<file path="src/rtl/core/pcar_pkg.sv">
// Shared types and constants of the packet checksum acknowledge receiver.
package pcar_pkg;

   localparam int BYTE_W     = 8;
   localparam int COUNT_W    = 6;
   localparam int SUM_W      = 18;
   localparam int CHECKSUM_W = 32;
   localparam int ACTION_W   = 3;
   localparam int EVENT_W    = 3;
   localparam int PHASE_W    = 2;
   localparam int TERM_W     = BYTE_W + 2;

   // Division by three of a byte: multiply by 171 and drop nine bits (exact for 0..255).
   localparam logic [BYTE_W-1:0] DIV3_MUL   = 8'd171;
   localparam int                DIV3_SHIFT = 9;

   typedef enum logic [ACTION_W-1:0] {
      ACT_DATA      = 3'd0,
      ACT_LAST_DATA = 3'd1,
      ACT_ACK       = 3'd2,
      ACT_NACK      = 3'd3,
      ACT_TERM      = 3'd4
   } action_type;

   typedef enum logic [EVENT_W-1:0] {
      EV_SEND_ACK    = 3'd0,
      EV_SEND_NACK   = 3'd1,
      EV_DELIVER     = 3'd2,
      EV_ACK_SEEN    = 3'd3,
      EV_NACK_SEEN   = 3'd4,
      EV_LINK_CLOSED = 3'd5
   } event_type;

   typedef enum logic [1:0] {
      ST_IDLE,
      ST_READ,
      ST_EMIT,
      ST_FINAL
   } state_type;

   typedef struct packed {
      logic [SUM_W-1:0] sum;
      logic             match;
   } csum_type;

endpackage

</file>
<file path="src/rtl/core/pcar_if.sv">
// Valid/ready channel interfaces for the request and response sides.
interface pcar_req_if;
   logic                                valid;
   logic                                ready;
   logic [pcar_pkg::ACTION_W-1:0]       action;
   logic [pcar_pkg::BYTE_W-1:0]         data_byte;
   logic                                byte_last;
   logic [pcar_pkg::CHECKSUM_W-1:0]     sent_checksum;

   modport source (output valid, action, data_byte, byte_last, sent_checksum, input ready);
   modport sink   (input valid, action, data_byte, byte_last, sent_checksum, output ready);
endinterface

interface pcar_rsp_if;
   logic                          valid;
   logic                          ready;
   logic [pcar_pkg::EVENT_W-1:0]  event_res;
   logic [pcar_pkg::BYTE_W-1:0]   out_byte;
   logic                          message_end;
   logic                          run_last;

   modport source (output valid, event_res, out_byte, message_end, run_last, input ready);
   modport sink   (input valid, event_res, out_byte, message_end, run_last, output ready);
endinterface

</file>
<file path="src/rtl/core/pcar_ram.sv">
// Generic single-write, single-read RAM with a registered read port.
module pcar_ram #(
   parameter int WIDTH  = 8,
   parameter int DEPTH  = 32,
   parameter int ADDR_W = (DEPTH > 1) ? $clog2(DEPTH) : 1
) (
   input  logic              clock,
   input  logic              wr_en,
   input  logic [ADDR_W-1:0] wr_addr,
   input  logic [WIDTH-1:0]  wr_data,
   input  logic              rd_en,
   input  logic [ADDR_W-1:0] rd_addr,
   output logic [WIDTH-1:0]  rd_data
);

   logic [WIDTH-1:0] mem_ff [DEPTH];
   logic [WIDTH-1:0] rd_data_ff;

   always_ff @(posedge clock) begin
      if (wr_en) begin
         mem_ff[wr_addr] <= wr_data;
      end
      if (rd_en) begin
         rd_data_ff <= mem_ff[rd_addr];
      end
   end

   assign rd_data = rd_data_ff;

endmodule

</file>
<file path="src/rtl/core/pcar_csum.sv">
// Checksum update for one byte and the compare against the sent checksum.
module pcar_csum (
   input  logic [pcar_pkg::SUM_W-1:0]      sum,
   input  logic [pcar_pkg::PHASE_W-1:0]    phase,
   input  logic [pcar_pkg::BYTE_W-1:0]     data_byte,
   input  logic                            add_en,
   input  logic [pcar_pkg::CHECKSUM_W-1:0] sent_checksum,
   output pcar_pkg::csum_type              result
);

   localparam int PROD_W = 2 * pcar_pkg::BYTE_W;

   logic [PROD_W-1:0]             prod;
   logic [pcar_pkg::TERM_W-1:0]   times3;
   logic [pcar_pkg::TERM_W-1:0]   div3;
   logic [pcar_pkg::TERM_W-1:0]   term;
   logic [pcar_pkg::SUM_W-1:0]    sum_next;

   always_comb begin
      prod   = PROD_W'(data_byte) * PROD_W'(pcar_pkg::DIV3_MUL);
      div3   = pcar_pkg::TERM_W'(prod >> pcar_pkg::DIV3_SHIFT);
      times3 = pcar_pkg::TERM_W'(data_byte) + pcar_pkg::TERM_W'({data_byte, 1'b0});
      // The first two bytes of a group of four count triple, the other two a third.
      term     = (phase < pcar_pkg::PHASE_W'(2)) ? times3 : div3;
      sum_next = add_en ? (sum + pcar_pkg::SUM_W'(term)) : sum;
      result.sum   = sum_next;
      result.match = ({(pcar_pkg::CHECKSUM_W - pcar_pkg::SUM_W)'(0), sum_next} == sent_checksum);
   end

endmodule

</file>
<file path="src/rtl/core/packet_checksum_ack_receiver.sv">
// Top level: stop-and-wait receiver that buffers a packet, checks its sum and acknowledges it.
// A data byte that does not close a packet leaves the receiver idle, so req ready stays high.
// A closing byte with a good checksum delivers the n buffered bytes, each fetched from the byte
// buffer in ST_READ and sent from ST_EMIT, then the ack.
// A nack, ack seen, nack seen or link closed result goes via ST_FINAL into the response register.
// Synchronous reset opens the link and empties the packet; the byte buffer is not cleared.
module packet_checksum_ack_receiver #(
   parameter int PAYLOAD_MAX = 32
) (
   input  logic       clock,
   input  logic       reset,
   pcar_req_if.sink   req_ch,
   pcar_rsp_if.source rsp_ch
);

   localparam int AW = (PAYLOAD_MAX > 1) ? $clog2(PAYLOAD_MAX) : 1;
   localparam int CW = pcar_pkg::COUNT_W;

   // Control state of the receiver.
   pcar_pkg::state_type               state_ff, state_in;
   logic                              link_alive_ff, link_alive_in;
   logic [CW-1:0]                     count_ff, count_in;
   logic [pcar_pkg::SUM_W-1:0]        sum_ff, sum_in;
   logic [pcar_pkg::PHASE_W-1:0]      phase_ff, phase_in;

   // Delivery sequencing: number of bytes to deliver and the current read index.
   logic [CW-1:0]                     len_ff, len_in;
   logic [CW-1:0]                     idx_ff, idx_in;
   pcar_pkg::event_type               fin_ev_ff, fin_ev_in;
   logic                              fin_mend_ff, fin_mend_in;

   // Response output register, which lets the next transaction in while a result waits.
   logic                              rsp_valid_ff, rsp_valid_in;
   pcar_pkg::event_type               ev_ff, ev_in;
   logic [pcar_pkg::BYTE_W-1:0]       byte_ff, byte_in;
   logic                              mend_ff, mend_in;
   logic                              last_ff, last_in;

   logic                              accept;
   logic                              room;
   logic                              out_free;
   logic                              wr_en;
   logic                              rd_en;
   logic [pcar_pkg::BYTE_W-1:0]       rd_data;
   logic [CW-1:0]                     idx_next;
   logic [CW-1:0]                     count_next;
   pcar_pkg::csum_type                csum;

   assign req_ch.ready = (state_ff == pcar_pkg::ST_IDLE);
   assign accept       = req_ch.valid && req_ch.ready;
   assign room         = (count_ff < CW'(PAYLOAD_MAX));
   assign out_free     = !rsp_valid_ff || rsp_ch.ready;
   assign idx_next     = idx_ff + CW'(1);
   assign count_next   = count_ff + CW'(1);

   // Packet bytes live in the buffer memory, written in arrival order.
   pcar_ram #(
      .WIDTH (pcar_pkg::BYTE_W),
      .DEPTH (PAYLOAD_MAX),
      .ADDR_W(AW)
   ) u_pcar_buf (
      .clock  (clock),
      .wr_en  (wr_en),
      .wr_addr(count_ff[AW-1:0]),
      .wr_data(req_ch.data_byte),
      .rd_en  (rd_en),
      .rd_addr(idx_ff[AW-1:0]),
      .rd_data(rd_data)
   );

   // Running checksum; a byte that finds the buffer full is neither stored nor summed.
   pcar_csum u_pcar_csum (
      .sum          (sum_ff),
      .phase        (phase_ff),
      .data_byte    (req_ch.data_byte),
      .add_en       (room),
      .sent_checksum(req_ch.sent_checksum),
      .result       (csum)
   );

   always_ff @(posedge clock) begin
      if (reset) begin
         state_ff      <= pcar_pkg::ST_IDLE;
         link_alive_ff <= 1'b1;
         count_ff      <= '0;
         sum_ff        <= '0;
         phase_ff      <= '0;
         rsp_valid_ff  <= 1'b0;
      end else begin
         state_ff      <= state_in;
         link_alive_ff <= link_alive_in;
         count_ff      <= count_in;
         sum_ff        <= sum_in;
         phase_ff      <= phase_in;
         rsp_valid_ff  <= rsp_valid_in;
      end
   end

   always_ff @(posedge clock) begin
      len_ff      <= len_in;
      idx_ff      <= idx_in;
      fin_ev_ff   <= fin_ev_in;
      fin_mend_ff <= fin_mend_in;
      ev_ff       <= ev_in;
      byte_ff     <= byte_in;
      mend_ff     <= mend_in;
      last_ff     <= last_in;
   end

   always_comb begin
      state_in      = state_ff;
      link_alive_in = link_alive_ff;
      count_in      = count_ff;
      sum_in        = sum_ff;
      phase_in      = phase_ff;
      len_in        = len_ff;
      idx_in        = idx_ff;
      fin_ev_in     = fin_ev_ff;
      fin_mend_in   = fin_mend_ff;
      rsp_valid_in  = rsp_valid_ff && !rsp_ch.ready;
      ev_in         = ev_ff;
      byte_in       = byte_ff;
      mend_in       = mend_ff;
      last_in       = last_ff;
      wr_en         = 1'b0;
      rd_en         = 1'b0;

      unique case (state_ff)
         pcar_pkg::ST_IDLE: begin
            // A closed link swallows every transaction without a result.
            if (accept && link_alive_ff) begin
               unique case (req_ch.action)
                  pcar_pkg::ACT_DATA, pcar_pkg::ACT_LAST_DATA: begin
                     if (room) begin
                        wr_en    = 1'b1;
                        count_in = count_next;
                        sum_in   = csum.sum;
                        phase_in = phase_ff + pcar_pkg::PHASE_W'(1);
                     end
                     // The byte marked last closes the packet, whatever its fill level.
                     if (req_ch.byte_last) begin
                        count_in = '0;
                        sum_in   = '0;
                        phase_in = '0;
                        if (csum.match) begin
                           len_in      = room ? count_next : count_ff;
                           idx_in      = '0;
                           fin_ev_in   = pcar_pkg::EV_SEND_ACK;
                           fin_mend_in = (req_ch.action == pcar_pkg::ACT_LAST_DATA);
                           state_in    = pcar_pkg::ST_READ;
                        end else begin
                           fin_ev_in   = pcar_pkg::EV_SEND_NACK;
                           fin_mend_in = 1'b0;
                           state_in    = pcar_pkg::ST_FINAL;
                        end
                     end
                  end
                  pcar_pkg::ACT_ACK: begin
                     fin_ev_in   = pcar_pkg::EV_ACK_SEEN;
                     fin_mend_in = 1'b0;
                     state_in    = pcar_pkg::ST_FINAL;
                  end
                  pcar_pkg::ACT_NACK: begin
                     fin_ev_in   = pcar_pkg::EV_NACK_SEEN;
                     fin_mend_in = 1'b0;
                     state_in    = pcar_pkg::ST_FINAL;
                  end
                  pcar_pkg::ACT_TERM: begin
                     count_in      = '0;
                     sum_in        = '0;
                     phase_in      = '0;
                     link_alive_in = 1'b0;
                     fin_ev_in     = pcar_pkg::EV_LINK_CLOSED;
                     fin_mend_in   = 1'b0;
                     state_in      = pcar_pkg::ST_FINAL;
                  end
                  default: begin
                     // Unused action codes are dropped.
                  end
               endcase
            end
         end
         pcar_pkg::ST_READ: begin
            // Fetch the next buffered byte; the registered read port presents it in ST_EMIT.
            if (len_ff == '0) begin
               state_in = pcar_pkg::ST_FINAL;
            end else begin
               rd_en    = 1'b1;
               state_in = pcar_pkg::ST_EMIT;
            end
         end
         pcar_pkg::ST_EMIT: begin
            // The read data stays put until the output register can take it.
            if (out_free) begin
               rsp_valid_in = 1'b1;
               ev_in        = pcar_pkg::EV_DELIVER;
               byte_in      = rd_data;
               mend_in      = 1'b0;
               last_in      = 1'b0;
               idx_in       = idx_next;
               state_in     = (idx_next == len_ff) ? pcar_pkg::ST_FINAL : pcar_pkg::ST_READ;
            end
         end
         pcar_pkg::ST_FINAL: begin
            // The closing result of the transaction carries the run-last mark.
            if (out_free) begin
               rsp_valid_in = 1'b1;
               ev_in        = fin_ev_ff;
               byte_in      = '0;
               mend_in      = fin_mend_ff;
               last_in      = 1'b1;
               state_in     = pcar_pkg::ST_IDLE;
            end
         end
         default: begin
            state_in = pcar_pkg::ST_IDLE;
         end
      endcase
   end

   assign rsp_ch.valid       = rsp_valid_ff;
   assign rsp_ch.event_res   = ev_ff;
   assign rsp_ch.out_byte    = byte_ff;
   assign rsp_ch.message_end = mend_ff;
   assign rsp_ch.run_last    = last_ff;

endmodule

</file>
<file path="src/flat_wrapper.sv">
// flat-port wrapper written by rule: the top's interface ports become plain ports
module packet_checksum_ack_receiver_flat 
#(
   parameter int PAYLOAD_MAX = 32
)
  (clock, reset, req_ch_valid, req_ch_action, req_ch_data_byte, req_ch_byte_last, req_ch_sent_checksum, req_ch_ready, rsp_ch_valid, rsp_ch_event_res, rsp_ch_out_byte, rsp_ch_message_end, rsp_ch_run_last, rsp_ch_ready);
  pcar_req_if req_ch_i ();
  pcar_rsp_if rsp_ch_i ();
  input  logic clock;
  input  logic reset;
  input wire logic [$bits(req_ch_i.valid)-1:0] req_ch_valid;
  input wire logic [$bits(req_ch_i.action)-1:0] req_ch_action;
  input wire logic [$bits(req_ch_i.data_byte)-1:0] req_ch_data_byte;
  input wire logic [$bits(req_ch_i.byte_last)-1:0] req_ch_byte_last;
  input wire logic [$bits(req_ch_i.sent_checksum)-1:0] req_ch_sent_checksum;
  output wire logic [$bits(req_ch_i.ready)-1:0] req_ch_ready;
  output wire logic [$bits(rsp_ch_i.valid)-1:0] rsp_ch_valid;
  output wire logic [$bits(rsp_ch_i.event_res)-1:0] rsp_ch_event_res;
  output wire logic [$bits(rsp_ch_i.out_byte)-1:0] rsp_ch_out_byte;
  output wire logic [$bits(rsp_ch_i.message_end)-1:0] rsp_ch_message_end;
  output wire logic [$bits(rsp_ch_i.run_last)-1:0] rsp_ch_run_last;
  input wire logic [$bits(rsp_ch_i.ready)-1:0] rsp_ch_ready;
  assign req_ch_i.valid = req_ch_valid;
  assign req_ch_i.action = req_ch_action;
  assign req_ch_i.data_byte = req_ch_data_byte;
  assign req_ch_i.byte_last = req_ch_byte_last;
  assign req_ch_i.sent_checksum = req_ch_sent_checksum;
  assign req_ch_ready = req_ch_i.ready;
  assign rsp_ch_valid = rsp_ch_i.valid;
  assign rsp_ch_event_res = rsp_ch_i.event_res;
  assign rsp_ch_out_byte = rsp_ch_i.out_byte;
  assign rsp_ch_message_end = rsp_ch_i.message_end;
  assign rsp_ch_run_last = rsp_ch_i.run_last;
  assign rsp_ch_i.ready = rsp_ch_ready;
  packet_checksum_ack_receiver #(.PAYLOAD_MAX(PAYLOAD_MAX)) u_core (.clock(clock), .reset(reset), .req_ch(req_ch_i), .rsp_ch(rsp_ch_i));
endmodule
</file>
<file path="config.mk">
export PLATFORM = sky130hd
export DESIGN_NAME = packet_checksum_ack_receiver_flat
export DESIGN_NICKNAME = d
export VERILOG_FILES = /design/src/rtl/core/pcar_pkg.sv /design/src/rtl/core/pcar_if.sv /design/src/rtl/core/pcar_ram.sv /design/src/rtl/core/pcar_csum.sv /design/src/rtl/core/packet_checksum_ack_receiver.sv /design/src/flat_wrapper.sv
export SDC_FILE = /design/constraint.sdc
export NUM_CORES = 1
export LEC_CHECK = 0
export BUFFER_PORTS_ARGS = -buffer_cell sky130_fd_sc_hd__buf_2
export CORE_MARGIN = 3
export CORE_UTILIZATION = 25
export CTS_CLUSTER_SIZE = 24
export DETAILED_ROUTE_END_ITERATION = 16
export PLACE_DENSITY = 0.37
export SLEW_MARGIN = 10
export SYNTH_ARGS = -nofsm -noshare
export SYNTH_HDL_FRONTEND = slang
export SYNTH_SLANG_ARGS = --single-unit
</file>
<file path="constraint.sdc">
create_clock -name clock -period 22.3 [get_ports clock]
set_input_delay 3.345 -clock clock [delete_from_list [all_inputs] [get_ports clock]]
set_output_delay 3.345 -clock clock [all_outputs]
set_load 0.005 [all_outputs]
</file>
# After elaboration in Yosys (flattened, before gate mapping)

Memories as Yosys holds them, arrays and structs flattened. A register that Yosys moved wholly into a read port is not among the register bits.
Index checks and enable logic that the tools add are counted.

Register bits after elaboration: 59
Bits in latches: 0
Bits in writable memories: 256
Bits in read-only memories: 0
Memories: 1

Memories:

| memory                   | depth | width | read ports | clocked after memory_dff | wr ports | RTL line       | text |
|---|---|---|---|---|---|---|---|
| u_core.u_pcar_buf.mem_ff | 32    | 8     | 1          | 1                        | 1        | pcar_ram.sv:16 | `logic [WIDTH-1:0] mem_ff [DEPTH];` |

$add $sub $neg: 5
$mul: 1
Divide/modulo/power cells: 0
Order comparisons: 2
Equal/unequal tests: 19
Shift-type cells: 0
Muxes and demuxes: 53
Bitwise operators: 0
Reduce and logical (&&, ||, !) cells: 26

Operators with widths:

| kind                                                                 | number |
|---|---|
| 18-bit 2-to-1 mux                                                    | 3 |
| 6-bit 2-to-1 mux                                                     | 7 |
| 18-bit one-hot mux with 2 select lines                               | 1 |
| 18-bit by 32-bit equality test with 1-bit output                     | 1 |
| 6-bit one-hot mux with 2 select lines                                | 2 |
| 18-bit by 10-bit adder with 18-bit output                            | 1 |
| 1-bit 2-to-1 mux                                                     | 17 |
| 8-bit by 8-bit multiplier with 16-bit output (second input constant) | 1 |
| 2-bit 2-to-1 mux                                                     | 8 |
| 8-bit 2-to-1 mux                                                     | 2 |
| 8-bit one-hot mux with 2 select lines                                | 1 |
| 6-bit by 1-bit adder with 6-bit output (second input constant)       | 2 |
| 3-bit one-hot mux with 4 select lines                                | 1 |
| 4-bit AND reduction                                                  | 3 |
| 8-bit by 9-bit adder with 10-bit output                              | 1 |
| 10-bit 2-to-1 mux                                                    | 1 |
| 2-bit inequality test (second input constant)                        | 5 |
| 5-bit AND reduction                                                  | 2 |
| 3-bit 2-to-1 mux                                                     | 3 |
| 3-bit inequality test (second input constant)                        | 3 |
| 3-bit AND reduction                                                  | 3 |
| 2-bit one-hot mux with 2 select lines                                | 2 |
| 2-bit one-hot mux with 4 select lines                                | 1 |
| 2-bit nonzero test                                                   | 4 |
| 22 further kinds                                                     | 31 |

# Depth between registers and ports, before layout

Depth in word-level cells: 10
Depth in mapped cells: 26
Mapped depth without buffers: 26

# Cells and area by module

Synthesis repeated with hierarchy kept, for this count alone.

Cell total of the unflattened synthesis: 948
Area, all modules: 15240.9 µm²

Modules (own cells, without submodules):

| module                       | instances | cells an instance | area an instance (µm²) |
|---|---|---|---|
| pcar_ram                     | 1         | 417               | 10133.5 |
| packet_checksum_ack_receiver | 1         | 228               | 2568.7 |
| pcar_csum                    | 1         | 303               | 2538.7 |

# Least setup slack after synthesis

Ideal clock, no wire load.

Path type: input -> register
Start point: input req_ch_data_byte[1]
End point: register u_core.idx_ff[0] (enable)
Setup time: 377 ps
Data arrival time: 9380 ps
Setup slack: 12543 ps
Stages: 24
Buffers on the path: 1
Cells stage by stage: ha_1 > fa_1 > fa_1 > fa_1 > ha_1 > a21o_1 > nand2_1 > o211ai_1 > o41a_1 > a21oi_1 > o21ba_2 > xnor2_1 > a21oi_1 > ha_1 > buf_6 > a21o_1 > or3_4 > o21ai_4 > xor2_1 > and2_1 > o21ai_0 > o2111ai_1 > or3_1 > o21ai_0

Cells in the longest elaborated chain, start to end: 7
Elaborated cells on any way between the ends: 8
Classes of those cells: add/sub (2); mul (1); eq/ne (2); mux (2); reduce/logical (1)

Ends and longest elaborated chain:

| what                                                                                                    | RTL line                            | text |
|---|---|---|
| from (decl)                                                                                             | flat_wrapper.sv:13                  | `input wire logic [$bits(req_ch_i.data_byte)-1:0] req_ch_data_byte;` |
| 8-bit by 8-bit multiplier with 16-bit output or 8-bit by 9-bit adder with 10-bit output (tied branches) | pcar_csum.sv:20, pcar_csum.sv:22    |  |
| 10-bit 2-to-1 mux (*)                                                                                   | pcar_csum.sv:24                     | `term = (phase < pcar_pkg::PHASE_W'(2)) ? times3 : div3;` |
| 18-bit by 10-bit adder with 18-bit output (*)                                                           | pcar_csum.sv:25                     | `sum_next = add_en ? (sum + pcar_pkg::SUM_W'(term)) : sum;` |
| 18-bit 2-to-1 mux (*)                                                                                   | pcar_csum.sv:25                     |  |
| 18-bit by 32-bit equality test with 1-bit output (*)                                                    | pcar_csum.sv:27                     | `result.match = ({(pcar_pkg::CHECKSUM_W - pcar_pkg::SUM_W)'(0), sum_next} == sent_checksum);` |
| 2-bit inequality test (no source line) (*)                                                              | n/a                                 |  |
| 6-bit AND reduction (no source line) (*)                                                                | n/a                                 |  |
| to (signal assigned)                                                                                    | packet_checksum_ack_receiver.sv:101 | `idx_ff <= idx_in;` |
| to (decl)                                                                                               | packet_checksum_ack_receiver.sv:28  | `logic [CW-1:0] idx_ff, idx_in;` |

Every way passes the cells marked *; elsewhere a longest branch is shown, timed or not.
A chain may end at the register's enable or synchronous reset.

# Final worst setup path

Start point: input req_ch_data_byte[2]
End point: register u_core.idx_ff[3] (enable)

Same word-level chain as after synthesis.

==> results.toml <==
[global_routing]
grtUsageMet3_pct = 2.111
grt_pass1_vias = 9260
grt_use_met1_pct = 17.80
grt_pass1_wl_um = 61830
antenna_found_initial = 0
grt-busiest-layer = "met2"
grtUsageTotal_pct = 12.89
overflow = 0
grt_max_degree = 55
use_met2_pct = 21.00

[finish]
areaGrowthSynthToFinish_pct = 15.43
utilization_pct = 29.35
drive_above_1_share_pct = 20.98
fill_cells = 6144
nets = 1214
multi_input_area_um2 = 5744
area.sequential_um2 = 9399
layout_commonest_cell = "edfxtp_1"
fin_cells = 1902
mostFrequentLayoutCells = "edfxtp_1, nor2_1, mux4_2"
antenna_cells = 0
design_area_um2 = 17850

[synthesis]
ys.warnings.count = 0
syn_inst = 1023
syn-num-nets = 1145
synthTopCellsByArea = "edfxtp_1, mux4_2, ha_1, dfxtp_1, nor2_1"
synth_area_um2 = 15460
ys_seq_elements = 323
avgSynthCellArea_um2 = 15.12
synth-seq-area-share_pct = 60.78
synth.distinct_cells = 74
yosys.area.top_type_share_pct = 56.90
synth-edff-count = 293
async_reset_ff_share_pct = 0
yosysTopAreaCell = "edfxtp_1"
synth_top_flop_cell = "edfxtp_1"

[sta]
timing.fmax_mhz = 95.22
fin_setup_tns_ns = 0
clock_skew_ns = 0.01771
relSlewSlack_pct = 23.28
worst_pin_slew_ns = 1.144
period_needed_ns = 10.50
setup_viol = 0
slew_violations = 0
fin_crit_sh_pct = 47.09
hold_viol = 0
grt_setup_unrepaired = "no"

[floorplan]
die_height_um = 254.7
initial_core_util_pct = 25.43
die_w_um = 254.7
num_io_pins = 63
placementRows = 90
die_area_um2 = 64870
fp.coreArea_um2 = 60810

[clock_network]
numClockSinks = 323
cts_resized = 0
clk_latency_ns = 0.55
hold_buffers = 0
numCtsBuffers = 39
path_clk_slew_ns = 0.06
cts_setup_buffers = 0
clockBufferDepth = 3
htreeDepth = 2
cts_tree = "done"
cts-root-buf = "clkbuf_16"

[power_and_ir_drop]
leakage_nw = 5.961
p_int_w = 0.001124
power_w = 0.001514
p_switching_w = 0.0003899
powerDensity_nw_per_um2 = 84.79
irDropWorstVdd_mv = 0.05977
comb_power_share_pct = 15.1
sw_frac_of_total_pct = 25.76
clock_power_share_pct = 39.9
p_seq_share_pct = 45.0

[setup_path]
max_stage_delay_ns = 0.77
crit_type = "in2reg"
path_cells = "buf_2 -> ha_1 -> fa_1 -> fa_1 -> fa_1 -> ha_1 -> a21o_1 -> nand2_1 -> o211ai_1 -> o41a_1 -> a21oi_1 -> o21ba_2 -> xnor2_1 -> a21oi_1 -> ha_1 -> a21o_1 -> or3_4 -> o21ai_4 -> xor2_1 -> and2_1 -> o21ai_0 -> o2111ai_1 -> or3_1 -> o21ai_0"
end_kind = "flip-flop"
crit_fanout = 37
critPathLaunchType = "primary input"
required_ns = 22.47
worst_path_max_delay_cell = "o21ai_0"
cp.arrival_ns = 10.67

[detailed_routing]
wirelength_um = 41000
route.vias.total = 8864
drc = 0
firstDrtPassIters = 5
wl_per_cell_um = 21.56
ant_nets = 0
avgViaCountPerCell = 4.660
drtIter0Drc = 629

[placement]
gp_congestion = 0.8057
place_inst = 1833
port_buffers = 62
dpl_cell_area_um2 = 16660
place_hpwl_um = 27070

[worst_hold_path]
hp-class = "reg2reg"

[outcome]
status = "finished clean"

[run]
cap_violations = 0
==> synthesized netlist by cell type, drive strengths merged, types with 5 or more instances <==
library cell / n
edfxtp: 293
nor2: 101
mux4: 80
ha: 60
a21oi: 47
xnor2: 39
inv: 36
nand2: 36
clkbuf: 34
dfxtp: 30
xor2: 20
nand3: 19
o21ai: 16
fa: 14
mux2: 13
nand4: 13
and2: 12
buf: 12
a211oi: 11
nor3: 11
nand2b: 10
nor4: 10
a22oi: 9
nor2b: 9
a21o: 8
and3: 7
o211ai: 6
or3: 6
nand4b: 5
==> worst max-delay path, delay by kind of cell <==
| family | cells | cell delay, ns |
|---|---|---|
| AOI/OAI and AO/OA | 11 | 2.90 |
| adders and majority gates | 6 | 2.54 |
| xor gates and xnor gates | 2 | 0.25 |
| buffers and inverters | 1 | 0.56 |
| and+or+nand+nor | 4 | 1.03 |
==> final timing paths <==
check | startpoint | to | slack (ns) | cells past startpoint
worst max-delay path | req_ch_data_byte[2] | u_core.idx_ff[3] | 11.80 | 24
worst min-delay path | u_core.link_alive_ff | u_core.link_alive_ff | 0.46 | 1
worst max register to register | u_core.phase_ff[1] | u_core.idx_ff[3] | 17.54 | 13
worst min register to register | u_core.link_alive_ff | u_core.link_alive_ff | 0.46 | 1
==> routing by layer <==
layer | vias up | wire length, µm
li1 | 4108 | -
met5 | - | 0
met2 | 174 | 19350
met4 | 0 | 949
met1 | 4525 | 19050
met3 | 57 | 1649
==> cell families (layout without fill, tap and decap cells) <==
family	count (synthesis)	in the layout	share of synthesized area (%)
AOI/OAI and AO/OA	129	129	5.640
DFF	323	323	60.78
buffers and inverters	83	180	2.120
muxes	96	96	12.79
adders and majority gates	74	74	6.667
xor gates and xnor gates	60	60	3.657
and+or+nand+nor	258	258	8.342
==> through the flow <==
step | setup WS (ns) | hold WS (ns)
5_1_grt | 11.24 | 0.4774
2_1_floorplan | 12.54 | 0.4261
3_3_place_gp | 11.37 | 0.4431
4_1_cts | 11.77 | 0.4574
6_report | 11.80 | 0.4569
3_5_place_dp | 11.20 | 0.4403
==> state kept, by name, summed over array words and instances, names as in the netlist <==
name,flops
u_core.u_pcar_buf.mem_ff,256
u_core.sum_ff,18
u_core.count_ff,6
u_core.rsp_ch.out_byte,8
u_core.fin_mend_ff,1
u_core.link_alive_ff,1
u_core.rsp_ch.event_res,3
u_core.rsp_ch.valid,1
u_core.fin_ev_ff,3
u_core.rsp_ch.message_end,1
u_core.idx_ff,6
u_core.rsp_ch.run_last,1
u_core.phase_ff,2
u_core.len_ff,6
u_core.state_ff,2
u_core.u_pcar_buf.rd_data,8
==> layout make-up <==
type	instances	share of cell area (%)
Timing Repair Buffer	74	2.243
Multi-Input combinational cell	617	32.18
Tap cell	782	5.482
Inverter	37	0.7781
Clock buffer	55	5.804
Sequential cell	323	52.66
Clock inverter	14	0.8552
==> power groups by stage <==
stage,logic [W],registers [W],clock network (W)
floorplan,0.000160,0.000689,0
global placement,0.000236,0.000694,0
detailed placement,0.000234,0.000694,0
CTS,0.000236,0.000682,0.000624
global route,0.000257,0.000683,0.000650
finish,0.000229,0.000681,0.000603
(Power assumes the default switching activity.)
